--- src/design/alps_pkg.sv ---
// shared types and constants for the averaged level pulse-count sender
`timescale 1ns / 1ps

package alps_pkg;

  // samples that form one average
  localparam int unsigned SamplesAveraged = 3;

  // divide by three as multiply by reciprocal then shift, exact for 10-bit sums
  localparam int unsigned RecipShift = 11;
  localparam logic [9:0]  RecipMul   = 10'd683;

  // widths of state and configuration values
  localparam int unsigned SumW   = 10;
  localparam int unsigned AvgW   = 9;
  localparam int unsigned LevelW = 8;
  localparam int unsigned TicksW = 16;
  localparam int unsigned CountW = 2;

  // configuration port
  localparam int unsigned CfgIndexW = 2;
  localparam int unsigned CfgDataW  = 16;

  // configuration register indexes
  localparam logic [CfgIndexW-1:0] RegMaxLevel   = 2'd0;
  localparam logic [CfgIndexW-1:0] RegTriggerLow = 2'd1;
  localparam logic [CfgIndexW-1:0] RegHalfBit    = 2'd2;
  localparam logic [CfgIndexW-1:0] RegBlinkPer   = 2'd3;

  // configuration reset values
  localparam logic [LevelW-1:0] MaxLevelRst   = 8'd237;
  localparam logic [TicksW-1:0] TriggerLowRst = 16'd256;
  localparam logic [TicksW-1:0] HalfBitRst    = 16'd128;
  localparam logic [TicksW-1:0] BlinkPerRst   = 16'd16384;

  // input item codes
  localparam logic ModeSample = 1'b0;
  localparam logic ModeTick   = 1'b1;

  // transmit phase, one-hot
  typedef enum logic [4:0] {
    PH_IDLE       = 5'b00001,
    PH_TRIG_LOW   = 5'b00010,
    PH_TRIG_HIGH  = 5'b00100,
    PH_PULSE_LOW  = 5'b01000,
    PH_PULSE_HIGH = 5'b10000
  } phase_t;

  // one input request
  typedef struct packed {
    logic              mode;
    logic [LevelW-1:0] sample;
  } alps_req_t;

  // one result
  typedef struct packed {
    logic line_level;
    logic led_on;
    logic sending;
    logic error_flag;
  } alps_res_t;

  // configuration registers
  typedef struct packed {
    logic [LevelW-1:0] max_level;
    logic [TicksW-1:0] trigger_low_ticks;
    logic [TicksW-1:0] half_bit_ticks;
    logic [TicksW-1:0] blink_period;
  } alps_cfg_t;

endpackage

--- src/design/averaged_level_pulse_count_sender.sv ---
// top level: request register, sender state, result register and config registers
`timescale 1ns / 1ps

// channel   direction  payload      handshake
// req       in         alps_req_t   req_valid / req_stall
// res       out        alps_res_t   res_valid / res_stall
// cfg       in         index, data  cfg_write
//
// every request gives exactly one result, passing from the request register to the result register
// one request per cycle while the result is not stalled; the state update sits between the request register
// and the result register
// reset is synchronous; state and config registers return to their reset values
// a stalled result holds the request register, which then stalls the input

module averaged_level_pulse_count_sender (
  input  logic                                clk,
  input  logic                                rst,
  input  logic                                req_valid,
  output logic                                req_stall,
  input  alps_pkg::alps_req_t                 req_data,
  output logic                                res_valid,
  input  logic                                res_stall,
  output alps_pkg::alps_res_t                 res_data,
  input  logic                                cfg_write,
  input  logic [alps_pkg::CfgIndexW-1:0]      cfg_index,
  input  logic [alps_pkg::CfgDataW-1:0]       cfg_data
);

  alps_pkg::alps_cfg_t cfg;
  alps_pkg::alps_req_t s1_data;
  alps_pkg::alps_res_t res_next;
  logic                s1_valid;
  logic                s1_advance;
  logic                req_take;

  // pipeline handshake
  assign s1_advance = s1_valid && (!res_valid || !res_stall);
  assign req_stall  = s1_valid && !s1_advance;
  assign req_take   = req_valid && !req_stall;

  // request register
  always_ff @(posedge clk) begin
    if (rst) begin
      s1_valid <= 1'b0;
    end else begin
      s1_valid <= req_take || (s1_valid && !s1_advance);
    end
  end

  always_ff @(posedge clk) begin
    if (req_take) begin
      s1_data <= req_data;
    end
  end

  // result register
  always_ff @(posedge clk) begin
    if (rst) begin
      res_valid <= 1'b0;
    end else if (s1_advance) begin
      res_valid <= 1'b1;
    end else if (!res_stall) begin
      res_valid <= 1'b0;
    end
  end

  always_ff @(posedge clk) begin
    if (s1_advance) begin
      res_data <= res_next;
    end
  end

  // configuration registers
  always_ff @(posedge clk) begin
    if (rst) begin
      cfg.max_level         <= alps_pkg::MaxLevelRst;
      cfg.trigger_low_ticks <= alps_pkg::TriggerLowRst;
      cfg.half_bit_ticks    <= alps_pkg::HalfBitRst;
      cfg.blink_period      <= alps_pkg::BlinkPerRst;
    end else if (cfg_write) begin
      unique case (cfg_index)
        alps_pkg::RegMaxLevel: begin
          cfg.max_level <= cfg_data[alps_pkg::LevelW-1:0];
        end
        alps_pkg::RegTriggerLow: begin
          cfg.trigger_low_ticks <= cfg_data;
        end
        alps_pkg::RegHalfBit: begin
          cfg.half_bit_ticks <= cfg_data;
        end
        alps_pkg::RegBlinkPer: begin
          cfg.blink_period <= cfg_data;
        end
        default: begin
          cfg.max_level <= cfg.max_level;
        end
      endcase
    end
  end

  // sender state
  alps_engine u_engine (
    .clk      (clk),
    .rst      (rst),
    .step     (s1_advance),
    .req      (s1_data),
    .cfg      (cfg),
    .res_next (res_next)
  );

endmodule

--- src/design/alps_engine.sv ---
// sender state and its per-request update
`timescale 1ns / 1ps

module alps_engine (
  input  logic                clk,
  input  logic                rst,
  input  logic                step,
  input  alps_pkg::alps_req_t req,
  input  alps_pkg::alps_cfg_t cfg,
  output alps_pkg::alps_res_t res_next
);

  logic [alps_pkg::SumW-1:0]   sample_sum, sample_sum_next;
  logic [alps_pkg::CountW-1:0] samples_taken, samples_taken_next;
  alps_pkg::phase_t            phase, phase_next;
  logic [alps_pkg::TicksW-1:0] phase_ticks, phase_ticks_next;
  logic [alps_pkg::LevelW-1:0] pulses_left, pulses_left_next;
  logic [alps_pkg::TicksW-1:0] blink_ticks, blink_ticks_next;
  logic                        line_reg, line_reg_next;
  logic                        led_reg, led_reg_next;
  logic                        error_reg, error_reg_next;

  logic [alps_pkg::SumW-1:0]   sum_add;
  logic [2*alps_pkg::SumW-1:0] avg_prod;
  logic [alps_pkg::AvgW-1:0]   avg;
  logic [alps_pkg::TicksW-1:0] blink_inc;
  logic [alps_pkg::TicksW-1:0] ticks_inc;

  // running sum and its average by reciprocal multiply
  assign sum_add  = sample_sum + alps_pkg::SumW'(req.sample);
  assign avg_prod = sum_add * alps_pkg::RecipMul;
  assign avg      = avg_prod[alps_pkg::RecipShift +: alps_pkg::AvgW];

  assign blink_inc = blink_ticks + 1'b1;
  assign ticks_inc = phase_ticks + 1'b1;

  // next state for one request
  always_comb begin
    sample_sum_next    = sample_sum;
    samples_taken_next = samples_taken;
    phase_next         = phase;
    phase_ticks_next   = phase_ticks;
    pulses_left_next   = pulses_left;
    blink_ticks_next   = blink_ticks;
    line_reg_next      = line_reg;
    led_reg_next       = led_reg;
    error_reg_next     = error_reg;

    if (req.mode == alps_pkg::ModeSample) begin
      // sample, taken only while idle
      if (phase == alps_pkg::PH_IDLE) begin
        led_reg_next = 1'b0;
        if (samples_taken == alps_pkg::CountW'(alps_pkg::SamplesAveraged - 1)) begin
          sample_sum_next    = '0;
          samples_taken_next = '0;
          if (avg == '0 || avg > alps_pkg::AvgW'(cfg.max_level)) begin
            line_reg_next  = 1'b0;
            led_reg_next   = 1'b1;
            error_reg_next = 1'b1;
          end else begin
            error_reg_next   = 1'b0;
            pulses_left_next = avg[alps_pkg::LevelW-1:0];
            phase_ticks_next = '0;
            line_reg_next    = 1'b0;
            phase_next       = alps_pkg::PH_TRIG_LOW;
          end
        end else begin
          sample_sum_next    = sum_add;
          samples_taken_next = samples_taken + 1'b1;
        end
      end
    end else if (phase != alps_pkg::PH_IDLE) begin
      // blink counter steps first
      if (blink_inc >= cfg.blink_period) begin
        blink_ticks_next = '0;
        led_reg_next     = ~led_reg;
      end else begin
        blink_ticks_next = blink_inc;
      end

      // phase timing
      phase_ticks_next = ticks_inc;
      unique case (phase)
        alps_pkg::PH_TRIG_LOW: begin
          if (ticks_inc >= cfg.trigger_low_ticks) begin
            phase_ticks_next = '0;
            line_reg_next    = 1'b1;
            phase_next       = alps_pkg::PH_TRIG_HIGH;
          end
        end
        alps_pkg::PH_PULSE_LOW: begin
          if (ticks_inc >= cfg.half_bit_ticks) begin
            phase_ticks_next = '0;
            line_reg_next    = 1'b1;
            phase_next       = alps_pkg::PH_PULSE_HIGH;
          end
        end
        alps_pkg::PH_TRIG_HIGH, alps_pkg::PH_PULSE_HIGH: begin
          if (ticks_inc >= cfg.half_bit_ticks) begin
            phase_ticks_next = '0;
            if (pulses_left != '0) begin
              pulses_left_next = pulses_left - 1'b1;
              line_reg_next    = 1'b0;
              phase_next       = alps_pkg::PH_PULSE_LOW;
            end else begin
              line_reg_next = 1'b1;
              led_reg_next  = 1'b0;
              phase_next    = alps_pkg::PH_IDLE;
            end
          end
        end
        default: begin
          phase_ticks_next = phase_ticks;
        end
      endcase
    end
  end

  // state registers
  always_ff @(posedge clk) begin
    if (rst) begin
      sample_sum    <= '0;
      samples_taken <= '0;
      phase         <= alps_pkg::PH_IDLE;
      phase_ticks   <= '0;
      pulses_left   <= '0;
      blink_ticks   <= '0;
      line_reg      <= 1'b1;
      led_reg       <= 1'b0;
      error_reg     <= 1'b0;
    end else if (step) begin
      sample_sum    <= sample_sum_next;
      samples_taken <= samples_taken_next;
      phase         <= phase_next;
      phase_ticks   <= phase_ticks_next;
      pulses_left   <= pulses_left_next;
      blink_ticks   <= blink_ticks_next;
      line_reg      <= line_reg_next;
      led_reg       <= led_reg_next;
      error_reg     <= error_reg_next;
    end
  end

  // result shows the state after the update
  assign res_next.line_level = line_reg_next;
  assign res_next.led_on     = led_reg_next;
  assign res_next.sending    = (phase_next != alps_pkg::PH_IDLE);
  assign res_next.error_flag = error_reg_next;

endmodule

--- config.mk ---
export PLATFORM = sky130hd
export DESIGN_NAME = averaged_level_pulse_count_sender
export DESIGN_NICKNAME = d
export VERILOG_FILES = /design/src/design/alps_pkg.sv /design/src/design/averaged_level_pulse_count_sender.sv /design/src/design/alps_engine.sv
export SDC_FILE = /design/constraint.sdc
export NUM_CORES = 1
export LEC_CHECK = 0
export ABC_AREA = 1
export ABC_CLOCK_PERIOD_IN_PS = 11000
export BUFFER_PORTS_ARGS = -buffer_cell sky130_fd_sc_hd__clkbuf_2
export CELL_PAD_IN_SITES_DETAIL_PLACEMENT = 0
export CELL_PAD_IN_SITES_GLOBAL_PLACEMENT = 1
export CORE_MARGIN = 1.5
export CORE_UTILIZATION = 25
export DETAILED_ROUTE_END_ITERATION = 12
export PLACE_DENSITY = 0.53
export SYNTH_ARGS = -nofsm -noshare
export SYNTH_HDL_FRONTEND = slang
export SYNTH_SLANG_ARGS = --single-unit
--- constraint.sdc ---
create_clock -name clk -period 11 [get_ports clk]
set_input_delay 0.55 -clock clk [delete_from_list [all_inputs] [get_ports clk]]
set_output_delay 0.55 -clock clk [all_outputs]
set_load 0.02 [all_outputs]
==> results by group <==
Outcome
  • Status: completed

Routing
  • Final WL: 25600 um
  • Remaining routing DRC violations: 0
  • DRT Pass-1 Iters: 4
  • WL/cell: 13.8 um
  • Vias: 7990
  • Via density: ~4.3
  • Routed Antenna Nets: 0
  • DR iter-0 viols: ~330

Clock network
  • CTS tree: done
  • CTS Buffer Depth: 2
  • CTS root buf: clkbuf_16
  • CTS H-tree lvls: 4
  • Clock latency on the worst-skew pair: 440 ps
  • Setup Buffers After CTS: 0
  • Clock slew at reported path FFs: 60 ps
  • Post-CTS Hold Fix Bufs: 0
  • Num CTS Buffers: 17
  • Post-cts resize count: 0
  • Clk sinks: ~130

Layout
  • Max reg flops: 56
  • Share of cells above drive strength 1: under 10%
  • Final instance area: 10900 sq um
  • ANT cells: 0
  • Largest Register: cfg
  • Final core utilization: 28.8%
  • Layout area overhead: 13.1%
  • Top flop regs: cfg (56), u_engine.blink_ticks (16), u_engine.phase_ticks (16)
  • Fin nets: 1513

Synthesis
  • Synth Register Bits: 131
  • Synth Warn #: 0
  • Top_reg_cell synth: dfxtp_1
  • Synth unique cells: 45
  • Post-synth top area cell: dfxtp_1
  • Synth top cells by count: nand2_1 (245), inv_1 (221), a21oi_1 (136)
  • Seq/Total Area, Yosys: between 20% and 30%
  • Post-Syn Area: 9610 sq um
  • Syn Area/Cell: 7.33 sq um
  • Ys async rst share: 0%
  • Cells after Synth: 1311
  • Largest cells by area after synthesis: dfxtp_1 (25%), ha_1 (16%), nand2_1 (9.6%)
  • Post-synth EDFFs: 13
  • Most common cell in the netlist: nand2_1
  • Synth top area share: between 20% and 30%
  • Synth Net Count: 1490

Worst setup path
  • Crit. Startpoint: u_engine.sample_sum[0]
  • Worst reg2reg endpoint: u_engine.phase_ticks[7]
  • Worst EP required: 11370 ps
  • R2R setup slack: 3340 ps
  • Worst R2R Start: u_engine.sample_sum[0]
  • CP Max Fanout: 24
  • Crit path kind: reg -> reg
  • Slowest CP cell: fa_1
  • Startpoint types: flop
  • Crit path DAT: between 8000 and 9000 ps
  • CP max stage delay: around 540 ps
  • CP Capture Type: flop
  • Reg2reg path depth: 39

Worst hold path
  • Hold Startpoint: req_data[0]
  • Hold Path Depth: 1
  • HP Class: in -> reg
  • Worst Hold Path EP: s1_data[0]

Die
  • # rows: about 70
  • Die outline width: 199 um
  • DIE AREA: between 30000 and 40000 sq um
  • I/O Pins: 38
  • Initial Utilization: 25.5%
  • Height of the die: between 150 and 200 um
  • CORE AREA: 37800 sq um

STA
  • Fin crit period: 7660 ps
  • Max Slew Vio Count: 0
  • Fin crit share: 69.6%
  • Final setup violation count: 0
  • Max Clock Freq: 0.131 GHz
  • Final hold vios: 0
  • Worst-Margin Slew: 1120 ps
  • RSZ-0062 raised after global routing: false
  • Final Skew: 12.4 ps
  • Post-route setup TNS: 0 ps
  • Fin worst setup slack: about 3300 ps
  • Rel. slew slack: ~25%

Place
  • Place WS: 3350 ps
  • Final HPWL DP: 19900 um
  • Routability cong.: between 0.7 and 0.8
  • Placed Area: 10300 sq um
  • I/O Buffers: 37

Power
  • Max IR drop VDD: 0.000111 V
  • Sequential power share: approximately a quarter
  • Pint: approximately 0.0012 W
  • Pwr Density: 190 nW/um^2
  • Clk network pwr share: around 28%
  • Combinational power share: 47.6%
  • Sw Ratio: 43.2%
  • Leak: 5.16 nW
  • Net Sw Power: 0.000891 W

GRT
  • Initial antenna violation count: 0
  • GRT Resource Usage Total: 13.8%
  • Vias in the first global route: 8014
  • Largest net degree at the start of global routing: between 70 and 80
  • First-pass GRT wire length: 42400 um
  • Congestion Overflow GR: 0

Flow run
  • Max Cap Viol: 0
==> cells in the final DEF (no fill, tap or decap), drive strengths merged, types with 6 or more instances in the layout <==
cell,synthesis,final
xnor2,9,9
nand3b,7,7
inv,223,232
nand2,257,257
xor2,39,39
edfxtp,13,13
nor3,26,26
a22oi,6,6
a21oi,138,138
dfxtp,118,118
o211ai,11,11
fa,22,22
nand3,52,52
o21bai,6,6
ha,125,125
nand4,18,18
o21ai,82,82
nor2,98,98
clkbuf,30,55
==> power by group through the flow <==
stage	Sequential, W	Clock [W]	Combinational [W]
final	0.000512	0.000569	0.000983
after global routing	0.000515	0.000609	0.00116
after CTS	0.000513	0.000590	0.00100
after detailed placement	0.000523	0	0.000990
after global placement	0.000523	0	0.000996
after floorplan	0.000522	0	0.000736
==> metal layers <==
metal / vias to the layer above / GRT usage [%] / wire length [um]
li1: 4316 / - / -
met1: 3587 / 19.3 / 13700
met2: 79 / 21.7 / 11100
met3: 8 / 2.89 / 667
met4: 0 / 2.95 / 175
met5: - / 0 / 0
==> layout make-up <==
cell class	instances	area, sq um
Inverter	225	845
Clock inverter	14	144
Timing Repair Buffer	41	215
Sequential cell	131	2750
Tap cell	511	639
Fill cell	4142	26900
Clock buffer	18	429
Multi-Input combinational cell	918	5850
==> worst max-delay path by stage <==
stage	to	slack (ps)
2_1_floorplan	u_engine.phase_ticks[0]	4400
3_3_place_gp	u_engine.phase_ticks[5]	3420
3_5_place_dp	u_engine.phase_ticks[7]	3350
4_1_cts	u_engine.phase_ticks[7]	3300
5_1_grt	u_engine.phase_ticks[9]	2670
6_report	u_engine.phase_ticks[7]	3340
==> critical path, delay by kind of cell, from the launching register on <==
family          cells  cell delay, ps
fa+ha+maj           9            3340
simple gates       15            1690
compound gates      8            1440
buf+inv             6             460
flops               1             330
xor+xnor            1             330
==> cells by family (layout without fill, tap and decap cells) <==
group | after synthesis | after routing | share of synthesized area (%)
adders and majority gates | 147 | 147 | 20.8
AOI/OAI and AO/OA | 257 | 257 | 14.5
buffers and inverters | 262 | 298 | 10.6
DFF | 131 | 131 | 28.6
xor gates and xnor gates | 48 | 48 | 4.37
and+or+nand+nor | 466 | 466 | 21.1
==> per-stage QoR <==
step,hold slack [ps],cells,total power (W)
finish,283,1858,0.00206
global route,256,1858,0.00228
CTS,259,1858,0.00210
detailed placement,457,1826,0.00151
global placement,452,1826,0.00152
floorplan,435,1311,0.00126
(Power assumes the default switching activity.)
